===== config.mk =====
export PLATFORM = sky130hd
export DESIGN_NAME = aets_ram
export DESIGN_NICKNAME = d
export VERILOG_FILES = /design/src/aets_ram.sv
export SDC_FILE = /design/constraint.sdc
export NUM_CORES = 2
export LEC_CHECK = 0
export BUFFER_PORTS_ARGS = -buffer_cell sky130_fd_sc_hd__buf_2
export CAP_MARGIN = 30
export CORE_ASPECT_RATIO = 1.4
export CORE_MARGIN = 2
export CORE_UTILIZATION = 45
export DETAILED_ROUTE_END_ITERATION = 6
export PLACE_DENSITY = 0.67
export SLEW_MARGIN = 10
export SYNTH_ARGS = -nofsm -noshare
export SYNTH_HDL_FRONTEND = slang
export SYNTH_SLANG_ARGS = --single-unit

===== constraint.sdc =====
create_clock -name clk -period 2.82 [get_ports clk]
set_clock_uncertainty 0.1 [all_clocks]
set_input_delay 0.141 -clock clk [delete_from_list [all_inputs] [get_ports clk]]
set_output_delay 0.141 -clock clk [all_outputs]
set_load 0.03 [all_outputs]

===== src/aets_ram.sv =====
module aets_ram #(
	parameter int WIDTH = 8,
	parameter int DEPTH = 256
) (
	input  logic                     clk,
	input  logic                     we,
	input  logic                     re,
	input  logic [$clog2(DEPTH)-1:0] addr,
	input  logic [WIDTH-1:0]         wdata,
	output logic [WIDTH-1:0]         rdata
);

	logic [WIDTH-1:0] mem [DEPTH];

	always_ff @(posedge clk) begin
		if (we) begin
			mem[addr] <= wdata;
		end
		if (re) begin
			rdata <= mem[addr];
		end
	end

endmodule


==> impl_results.md <==
* Synth unique cells at 21
* Site row count at 181
* RSZ-0062 raised after global routing: no
* Max VDD drop at 0.527 mV
* Failing checks: design-rule violations
* CTS tree: done
* Slew headroom at 46.9%
* Pleak at around 29 nW
* Die X-Extent at 357 um
* I/O pin total at 27
* Mapped Cells at 3547
* Final Core Density at 53.0%
* First-pass GRT wire length at 277000 um
* Setup WS pre-CTS at -620 ps
* TritonCTS buffer count at 176
* Syn Area/Cell at 22.2 um^2
* Setup_tns at 0 ps
* Antenna viol nets, final at 0
* Worst Setup End Kind: register
* DRT Pass-1 Iters at 7
* TritonCTS Sinks at 2056
* CP startpoint kind: register
* DRC viols at 4
* Antenna violations before repair at 7
* Placed cells at 6217
* GRT Resource Usage Total at 21.5%
* Most frequent cells in the layout: edfxtp_1, buf_4, mux4_2
* HP Class: in2reg
* Vias/cell at 5.93
* Port Buf Inserts at 26
* Final number of max-transition violations at 0
* Fin Hold WS at 71.0 ps
* Detail Placement HPWL at between 100000 and 150000 um
* Final instance area at 92000 um^2
* Crit Path Max Fanout at 1
* Slack of the critical path at 66.7 ps
* Die height at 498 um
* Routability congestion estimate at 0.831
* Clk Latency, worst-skew pair at 810 ps
* PD cells at 670 nW/um^2
* # setup viols final at 0
* Status: finished, violations left
* Worst path arrival time at 3200 ps
* CP Buf/Inv Count at 1
* Synth Register Bits at 2056
* Multi-input gate area at 15800 um^2
* Syn Nets at 3566
* Max Root-Sink Buffers at 3
* Total wire length at between 150000 and 200000 um
* # fillers at around 13000
* Post-route minimum period at 2750 ps
* Post-route clock period utilization at 97.6%
* Die Area at 178000 um^2
* Layout cell share with drive strength beyond 1 at 32.8%
* Core ar. at around 170000 um^2
* CP max stage cell: o41ai_1
* Root buffer cell: clkbuf_16
* DP Area at ~86000 um^2
* Initial Utilization at 45.2%
* Max_cap viols at 0
* DR WL/cell at approximately 29 um
* Final #Nets at 4136
* Register Area at 61700 um^2
* H-tree levels at 4
* Drt first-iter violations at 4265
* Commonest non-fill, non-tap cell in the layout: edfxtp_1
* Reg clk slew, reported paths at 70 ps
* Crit path max-delay family: compound AO/OA/AOI/OAI gates
* Worst-path cell chain: mux4_2, a22oi_1, a21oi_1, o41ai_1, buf_4, nand4_1
* Synth-to-layout area growth at 17.1%
* Non-filler cells, final at 6557
* Vias in the first global route at about 40000
* Sequential share of the synthesized area at roughly 79%
* CP Data Required Time at 3260 ps
* Hold Fails Final Rpt at 0
* Worst-margin pin slew at 797 ps
* Max stage delay on crit path at 660 ps
* Synth warnings at 0
* Total gr overflow at 0
* Total power at 61.7 mW
* Fmax at 0.363 GHz
* Largest net degree at the start of global routing at around 110
* Netlist Area Pre-Place at 78600 um^2
* WS Path Type: reg2reg
* Via count at 38900
==> Yosys cell counts <==
master    number  area share [%]
nor2b_1        7           0.056
nand2b_1       6           0.048
or2_2          2           0.016
nor2_1       232             1.1
and2_1         3           0.024
buf_4         16            0.15
a21oi_1      128            0.82
inv_1          1          0.0048
edfxtp_1    2056              79
or3_1          1          0.0080
clkbuf_1     145            0.69
buf_2         36            0.23
o41ai_1       32            0.36
buf_6         16            0.23
nand2_1       28            0.13
mux4_2       512              15
nor3_1        30            0.19
nand4_1        8           0.064
nand3_1       13           0.083
buf_1         19           0.091
a22oi_1      256             2.4
==> cell type report <==
class / count / share of cell area [%]
flip-flops and latches: 2056 / 67.1
clock inverters: 121 / 1.35
diodes: 1 / 0.00272
inverters: 1 / 0.00408
well taps: 2287 / 3.11
repair buffers: 624 / 6.14
multi-input cells: 1258 / 17.2
clock buffers: 209 / 5.06
==> state kept, by name (all words and copies together) (netlist names) <==
name   count
rdata      8
mem     2048
==> per-layer routing <==
metal  vias to the layer above  GRT usage, %  routed length (um)
li1                      16200             -                   -
met1                     20800          27.0               70700
met2                      1497          37.4               99700
met3                       368          3.66               12500
met4                         8          7.79                7330
met5                         -             0                  50
==> path summary, 6_finish.rpt <==
check | from | endpoint | slack, ps | depth (start not counted)
worst max-delay path | mem[33][6] | rdata[6] | 70 | 6
worst min-delay path | addr[7] | rdata[2] | 70 | 6
worst max register to register | mem[33][6] | rdata[6] | 70 | 6
worst min register to register | mem[182][4] | rdata[4] | 1000 | 5
==> kinds of logic after synthesis <==
logic type | Yosys count | synth area share (%)
DFF | 2056 | 78.6
muxes | 512 | 14.7
AOI/OAI and AO/OA | 416 | 3.62
and+or+nand+nor | 330 | 1.73
buffers and inverters | 233 | 1.40
==> report_power, final <==
part / internal, mW / total (mW) / switching (mW)
registers: 33.7 / 33.7 / 0.0303
logic: 1.25 / 3.16 / 1.91
clock network: 14.0 / 24.8 / 10.8
total: 48.9 / 61.7 / 12.8
==> tightest hold or removal path, delay by kind of cell <==
| kind | cells | cell delay [ps] |
|---|---|---|
| compound gates | 1 | 80 |
| buf+inv | 3 | 420 |
| simple gates | 2 | 140 |
==> repair_timing <==
action / 4_1_cts / 5_1_grt
hold endpoints to repair: 1125 / 0
gates resized for setup: 5 / 2
setup endpoints to repair: 4 / 2
hold buffers: 9 / 0
cloned: 0 / 0
buffers inserted: 0 / 0
Note: power is estimated with default switching activity, not from simulation.
