File: src/aets_pkg.sv
package aets_pkg;

	// exposure table
	localparam int TABLE_DEPTH = 256;
	localparam int IDX_W = $clog2(TABLE_DEPTH);
	localparam logic [IDX_W-1:0] INDEX_RESET = IDX_W'(80);

	typedef struct packed {
		logic [15:0] exposure;
		logic [7:0]  again;
		logic [5:0]  dgain;
		logic [15:0] ev;
	} entry_t;

	localparam int ENTRY_W = $bits(entry_t);

	// control passed from the lookup stage to the emitter
	typedef struct packed {
		logic valid;
		logic hold;
	} item_ctl_t;

	// configuration register indexes
	localparam logic [1:0] REG_TARGET_LUMA   = 2'd0;
	localparam logic [1:0] REG_TABLE_ENTRIES = 2'd1;
	localparam logic [1:0] REG_FPS_MODE      = 2'd2;

	localparam logic [7:0] TARGET_RESET  = 8'd60;
	localparam logic [8:0] ENTRIES_RESET = 9'd256;
	localparam logic [1:0] FPS_RESET     = 2'd1;
	localparam logic [7:0] LUMA_RESET    = 8'd60;

	// control loop bands
	localparam logic [7:0] JUMP_LIMIT = 8'd20;
	localparam logic [7:0] HOLD_BAND  = 8'd6;
	localparam logic [7:0] DEAD_BAND  = 8'd4;
	localparam logic [7:0] ERR_BIG    = 8'd40;
	localparam logic [7:0] ERR_MID    = 8'd20;
	localparam logic [7:0] ERR_SMALL  = 8'd10;

	// frame length thresholds on four times the exposure
	localparam logic [17:0] LONG_30 = 18'd33332;
	localparam logic [17:0] LONG_25 = 18'd40000;
	localparam logic [17:0] LONG_60 = 18'd16667;
	localparam logic [17:0] LONG_50 = 18'd20000;
	localparam logic [15:0] DFLT_FAST_MODE = 16'h02ee;
	localparam logic [15:0] DFLT_PAL_MODE  = 16'h0384;

	// rows = floor(y / 100) via reciprocal, exact for y below 2^27 / 72
	localparam logic [20:0] RECIP       = 21'd1342178;
	localparam int          RECIP_SHIFT = 27;

	// sensor registers
	localparam logic [7:0] SR_VTS_LO   = 8'h22;
	localparam logic [7:0] SR_VTS_HI   = 8'h23;
	localparam logic [7:0] SR_AG_PAGE  = 8'hc0;
	localparam logic [7:0] SR_AG_VAL   = 8'hc1;
	localparam logic [7:0] SR_SH_SEL0  = 8'hc2;
	localparam logic [7:0] SR_SH_VAL0  = 8'hc3;
	localparam logic [7:0] SR_SH_SEL1  = 8'hc4;
	localparam logic [7:0] SR_SH_VAL1  = 8'hc5;
	localparam logic [7:0] SR_DG_PAGE  = 8'hc6;
	localparam logic [7:0] SR_DG_VAL   = 8'hc7;
	localparam logic [7:0] AG_PAGE_VAL = 8'h00;
	localparam logic [7:0] DG_PAGE_VAL = 8'h0d;
	localparam logic [7:0] DG_OR_MASK  = 8'h40;
	localparam logic [7:0] SH_SEL0_VAL = 8'h01;
	localparam logic [7:0] SH_SEL1_VAL = 8'h02;

	// result slots, emitted lowest first
	localparam int NSLOT = 11;
	localparam logic [3:0] SLOT_FL0   = 4'd0;
	localparam logic [3:0] SLOT_FL1   = 4'd1;
	localparam logic [3:0] SLOT_AG0   = 4'd2;
	localparam logic [3:0] SLOT_AG1   = 4'd3;
	localparam logic [3:0] SLOT_DG0   = 4'd4;
	localparam logic [3:0] SLOT_DG1   = 4'd5;
	localparam logic [3:0] SLOT_SH0   = 4'd6;
	localparam logic [3:0] SLOT_SH1   = 4'd7;
	localparam logic [3:0] SLOT_SH2   = 4'd8;
	localparam logic [3:0] SLOT_SH3   = 4'd9;
	localparam logic [3:0] SLOT_FINAL = 4'd10;

endpackage

File: src/aets_emit.sv
module aets_emit (
	input  logic                clk,
	input  logic                arst_n,
	input  aets_pkg::item_ctl_t ctl,
	input  aets_pkg::entry_t    entry,
	input  logic [1:0]          fps_mode,
	output logic                s2_free,
	output logic                out_valid,
	input  logic                out_ready,
	output logic [7:0]          reg_addr,
	output logic [7:0]          reg_data,
	output logic                reg_write,
	output logic [15:0]         ev_report,
	output logic                last
);

	localparam logic [aets_pkg::NSLOT-1:0] FINAL_ONLY =
		aets_pkg::NSLOT'(1) << aets_pkg::SLOT_FINAL;

	logic [aets_pkg::NSLOT-1:0] pend_q;
	logic        long_s3;
	logic [15:0] rows_s3;
	logic [15:0] dflt_s3;
	logic [7:0]  again_s3;
	logic [5:0]  dgain_s3;
	logic [15:0] ev_s3;

	logic [7:0]  sh_again_q;
	logic [5:0]  sh_dgain_q;
	logic [15:0] sh_exp_q;
	logic        again_ok_q;
	logic        dgain_ok_q;
	logic        exp_ok_q;

	logic [19:0] x9;
	logic [20:0] y;
	logic [42:0] prod;
	logic [15:0] rows;
	logic [17:0] t4;
	logic        long_frame;
	logic [15:0] dflt;
	logic        wr_again;
	logic        wr_dgain;
	logic        wr_exp;
	logic [aets_pkg::NSLOT-1:0] mask;
	logic        load;
	logic [3:0]  slot;

	// rows = 4 * e * pclk / 0x640, i.e. 9e/100 on the slow clock, 18e/100 on the fast one
	assign x9   = 20'({entry.exposure, 3'b000}) + 20'(entry.exposure);
	assign y    = fps_mode[0] ? {1'b0, x9} : {x9, 1'b0};
	assign prod = {22'd0, y} * {22'd0, aets_pkg::RECIP};
	assign rows = prod[aets_pkg::RECIP_SHIFT+15:aets_pkg::RECIP_SHIFT];
	assign t4   = {entry.exposure, 2'b00};
	assign dflt = fps_mode[1] ? aets_pkg::DFLT_PAL_MODE : aets_pkg::DFLT_FAST_MODE;

	always_comb begin
		unique case (fps_mode)
			2'd0:    long_frame = t4 >= aets_pkg::LONG_60;
			2'd1:    long_frame = t4 > aets_pkg::LONG_30;
			2'd2:    long_frame = t4 >= aets_pkg::LONG_50;
			default: long_frame = t4 > aets_pkg::LONG_25;
		endcase
	end

	assign wr_again = !again_ok_q || (sh_again_q != entry.again);
	assign wr_dgain = !dgain_ok_q || (sh_dgain_q != entry.dgain);
	assign wr_exp   = !exp_ok_q || (sh_exp_q != entry.exposure);

	always_comb begin
		mask = FINAL_ONLY;
		if (!ctl.hold) begin
			mask[aets_pkg::SLOT_FL0] = 1'b1;
			mask[aets_pkg::SLOT_FL1] = 1'b1;
			mask[aets_pkg::SLOT_AG0] = wr_again;
			mask[aets_pkg::SLOT_AG1] = wr_again;
			mask[aets_pkg::SLOT_DG0] = wr_dgain;
			mask[aets_pkg::SLOT_DG1] = wr_dgain;
			mask[aets_pkg::SLOT_SH0] = wr_exp;
			mask[aets_pkg::SLOT_SH1] = wr_exp;
			mask[aets_pkg::SLOT_SH2] = wr_exp;
			mask[aets_pkg::SLOT_SH3] = wr_exp;
		end
	end

	// take the next item when empty or as the final result of the current one leaves
	assign load    = ctl.valid && ((pend_q == '0) || (out_ready && (pend_q == FINAL_ONLY)));
	assign s2_free = !ctl.valid || load;

	always_ff @(posedge clk or negedge arst_n) begin
		if (!arst_n) begin
			pend_q     <= '0;
			again_ok_q <= 1'b0;
			dgain_ok_q <= 1'b0;
			exp_ok_q   <= 1'b0;
		end else begin
			if (load) begin
				pend_q <= mask;
			end else if (out_valid && out_ready) begin
				pend_q <= pend_q & (pend_q - aets_pkg::NSLOT'(1));
			end
			if (load && !ctl.hold) begin
				again_ok_q <= 1'b1;
				dgain_ok_q <= 1'b1;
				exp_ok_q   <= 1'b1;
			end
		end
	end

	always_ff @(posedge clk) begin
		if (load) begin
			long_s3  <= long_frame;
			rows_s3  <= rows;
			dflt_s3  <= dflt;
			again_s3 <= entry.again;
			dgain_s3 <= entry.dgain;
			ev_s3    <= entry.ev;
			if (!ctl.hold) begin
				sh_again_q <= entry.again;
				sh_dgain_q <= entry.dgain;
				sh_exp_q   <= entry.exposure;
			end
		end
	end

	// lowest pending slot goes out first
	always_comb begin
		slot = aets_pkg::SLOT_FINAL;
		for (int i = aets_pkg::NSLOT - 1; i >= 0; i--) begin
			if (pend_q[i]) begin
				slot = 4'(i);
			end
		end
	end

	assign out_valid = |pend_q;

	always_comb begin
		reg_addr  = '0;
		reg_data  = '0;
		reg_write = 1'b1;
		ev_report = '0;
		last      = 1'b0;
		unique case (slot)
			aets_pkg::SLOT_FL0: begin
				reg_addr = long_s3 ? aets_pkg::SR_VTS_LO : aets_pkg::SR_VTS_HI;
				reg_data = long_s3 ? rows_s3[7:0] : dflt_s3[15:8];
			end
			aets_pkg::SLOT_FL1: begin
				reg_addr = long_s3 ? aets_pkg::SR_VTS_HI : aets_pkg::SR_VTS_LO;
				reg_data = long_s3 ? rows_s3[15:8] : dflt_s3[7:0];
			end
			aets_pkg::SLOT_AG0: begin
				reg_addr = aets_pkg::SR_AG_PAGE;
				reg_data = aets_pkg::AG_PAGE_VAL;
			end
			aets_pkg::SLOT_AG1: begin
				reg_addr = aets_pkg::SR_AG_VAL;
				reg_data = again_s3;
			end
			aets_pkg::SLOT_DG0: begin
				reg_addr = aets_pkg::SR_DG_PAGE;
				reg_data = aets_pkg::DG_PAGE_VAL;
			end
			aets_pkg::SLOT_DG1: begin
				reg_addr = aets_pkg::SR_DG_VAL;
				reg_data = aets_pkg::DG_OR_MASK | {2'b00, dgain_s3};
			end
			aets_pkg::SLOT_SH0: begin
				reg_addr = aets_pkg::SR_SH_SEL0;
				reg_data = aets_pkg::SH_SEL0_VAL;
			end
			aets_pkg::SLOT_SH1: begin
				reg_addr = aets_pkg::SR_SH_VAL0;
				reg_data = rows_s3[7:0];
			end
			aets_pkg::SLOT_SH2: begin
				reg_addr = aets_pkg::SR_SH_SEL1;
				reg_data = aets_pkg::SH_SEL1_VAL;
			end
			aets_pkg::SLOT_SH3: begin
				reg_addr = aets_pkg::SR_SH_VAL1;
				reg_data = rows_s3[15:8];
			end
			default: begin
				reg_write = 1'b0;
				ev_report = ev_s3;
				last      = 1'b1;
			end
		endcase
	end

endmodule

File: config.mk
export PLATFORM = sky130hd
export DESIGN_NAME = aets_emit
export DESIGN_NICKNAME = d
export VERILOG_FILES = /design/src/aets_pkg.sv /design/src/aets_emit.sv
export SDC_FILE = /design/constraint.sdc
export NUM_CORES = 1
export LEC_CHECK = 0
export BUFFER_PORTS_ARGS = -buffer_cell sky130_fd_sc_hd__buf_2
export CAP_MARGIN = 0
export CORE_MARGIN = 5
export CORE_UTILIZATION = 50
export DETAILED_ROUTE_END_ITERATION = 10
export PLACE_DENSITY_LB_ADDON = 0.08
export SLEW_MARGIN = 5
export SYNTH_ARGS = -nofsm -noshare
export SYNTH_HDL_FRONTEND = slang
export SYNTH_SLANG_ARGS = --single-unit
File: constraint.sdc
create_clock -name clk -period 4.4 [get_ports clk]
set_clock_uncertainty 0.1 [all_clocks]
set_input_delay 1.1 -clock clk [delete_from_list [all_inputs] [get_ports clk]]
set_output_delay 1.1 -clock clk [all_outputs]
set_load 0.02 [all_outputs]
==> results.cfg <==
[yosys]
syn-mean-instance-area_um2 = 9.988
ys_ff_latch = 90
ys.flop_type = edfxtp_1
synthTopCellsByArea = fa_1, ha_1, edfxtp_1
postSynthCellCount = 1304
synth_top_area_share_pct = 22.44
ys_warn_count = 0
ys_async_sr_fraction_pct = 13.33
netlist_top_cells_count = inv_1, ha_1, fa_1
synthesis.area_um2 = 13020
yosysMostFrequentCell = inv_1
ys_seq_area_share_pct = 20.29
synth_edf_count = 78
synth_top_cell_by_area = fa_1
synth.distinct_cells = 71

[sta]
setup_viol = 15
rsz0062_at_grt = true
max-slew-margin-rel_pct = 62.36
finalHoldViolations = 0
slew_viol_final = 0
min_period_ps = 8334
worst_slack_ps = -3934
finalCritPeriodShare_pct = 189.4
fmax_mhz = 120.0
worst_pin_slew_ps = 553.6

[route]
via_count = 10170
first_pass_iters = 7
viasPerCell = 5.110
drc_errors = 0
wirelength_mm = 33.50
drt_iter0_markers = 628
wl_per_cell_um = 16.83
ant_nets = 0

[placed_design]
io_buffers = 86
place_congestion = 0.9138
dp_cells = 1942
pre_cts_ws_ps = -4485
dpl.hpwl_mm = 28.71

[setup_path]
cp_slowest_cell = fa_2
cp.arrival_ps = 8310
end_kind = flip-flop
critPathMaxFanout = 4
path_class = in2reg
slowest_delay_ps = 530
start_kind = input pin
crit_required_ps = 4380

[min_path]
hold_path_class = reg2reg

[global_route]
grt_pass1_vias = 10690
antenna_found_initial = 0
grt_max_degree = 34
grt_first_pass_wirelength_mm = 54.36
grt.total_usage_pct = 23.53
grt_overflow_total = 0

[floorplan]
io_pins = 89
die_h_um = 171.4
dieArea_um2 = 29380
start_util_pct = 50.41
rows = 59
die_x_um = 171.4
core_um2 = 25840

[clock_tree]
cts.htree.levels = 3
clk_pin_slew_ps = 60
numClockSinks = 90
cts_made_buffers = 9
worst_skew_pair.late_latency_ps = 340
cts_tree = built
clockBufferDepth = 2
cts_root_buf = clkbuf_16
hold_buffers = 0

[cells_and_area]
antennaDiodeCount = 0
drive_gt1_share_pct = 33.21
fin_nets = 2079
layoutNonFillerInstCount = 1991
syn_to_final_growth_pct = 31.97
fillers = 2126

[job]
cap_violations = 0

[run_status]
status = finished, violations left
violations = setup timing
stage by stage:
step / cell area, um^2 / hold WS [ps] / utilization (%) / setup TNS, ps
floorplan: 13400 / 380.2 / - / -52870
global placement: 15940 / 401.2 / 61.70 / -63480
detailed placement: 15940 / 409.2 / 61.70 / -64290
CTS: 16910 / 427.6 / 65.43 / -55000
global route: 17190 / 452.7 / 66.53 / -58910
finish: 17190 / 421.8 / 66.53 / -55710
path summary, 6_finish.rpt:
kind	end	depth (start not counted)	startpoint	slack (ps)
worst max-delay path	rows_s3[14]	30	entry[33]	-3930
worst min-delay path	pend_q[10]	1	pend_q[10]	420
worst max register to register	rows_s3[12]	7	pend_q[0]	1020
worst min register to register	pend_q[10]	1	pend_q[10]	420
max in group asynchronous	pend_q[7]	1	arst_n	3450
min in group asynchronous	pend_q[5]	1	arst_n	520
registers in the layout, indices dropped and copies added, names as in the netlist:
register,count
sh_dgain_q,6
ev_s3,16
sh_exp_q,16
rows_s3,15
again_s3,8
dflt_s3,2
dgain_s3,6
pend_q,11
exp_ok_q,1
long_s3,1
sh_again_q,8
placed cells by master (no fill, tap or decap), drive strengths merged, types with 16 or more instances in the layout:
| master | synthesis | layout |
|---|---|---|
| buf | 7 | 352 |
| nor2 | 54 | 54 |
| mux2i | 20 | 20 |
| fa | 146 | 146 |
| edfxtp | 78 | 78 |
| o21ai | 43 | 43 |
| xnor2 | 53 | 53 |
| xor2 | 22 | 22 |
| a21o | 16 | 16 |
| ha | 229 | 229 |
| inv | 325 | 328 |
| nand2 | 41 | 41 |
| a21oi | 39 | 39 |
| and2 | 21 | 21 |
metal layers:
layer  global-route usage [%]  up-vias  share of wire (%)
met4                    5.615        0                1.9
met1                    32.52     4935                 46
li1                         -     5001                  -
met3                    2.321       41                4.1
met2                    40.26      197                 48
met5                        0        -                  0
kinds of logic after synthesis:
kind of cell	share of synthesized area, %
adder cells (fa/ha/maj)	44.51
buffers and inverters	9.981
AND/OR/NAND/NOR	8.175
AO/OA/AOI/OAI	9.818
flip-flops	20.29
XOR/XNOR	5.043
multiplexers	2.152
other	0.02879
worst max-delay path: cells and delay by family:
kind / cells / cell delay (ps)
adder cells (fa/ha/maj): 10 / 3520
AO/OA/AOI/OAI: 9 / 2090
AND/OR/NAND/NOR: 6 / 1140
buffers and inverters: 5 / 430
timing repair:
item | in CTS | in global routing
gates cloned | 1 | 0
buffers inserted | 24 | 10
endpoints found under the setup margin | 15 | 15
pin swaps | 62 | 35
resized for setup | 95 | 55
layout make-up:
type                       count  area [um^2]  area share [%]
sequential                    90         2643           15.37
clock inverter                 7        51.30          0.2984
clock buffer                   9        225.2           1.310
inverter                     325         1227           7.141
tap                          335        419.2           2.438
timing repair buffer         352         2566           14.93
multi-input combinational    873        10060           58.51
Power is not shown: default switching activity piles up to over one toggle a cycle in this logic, so the estimate is an artifact.
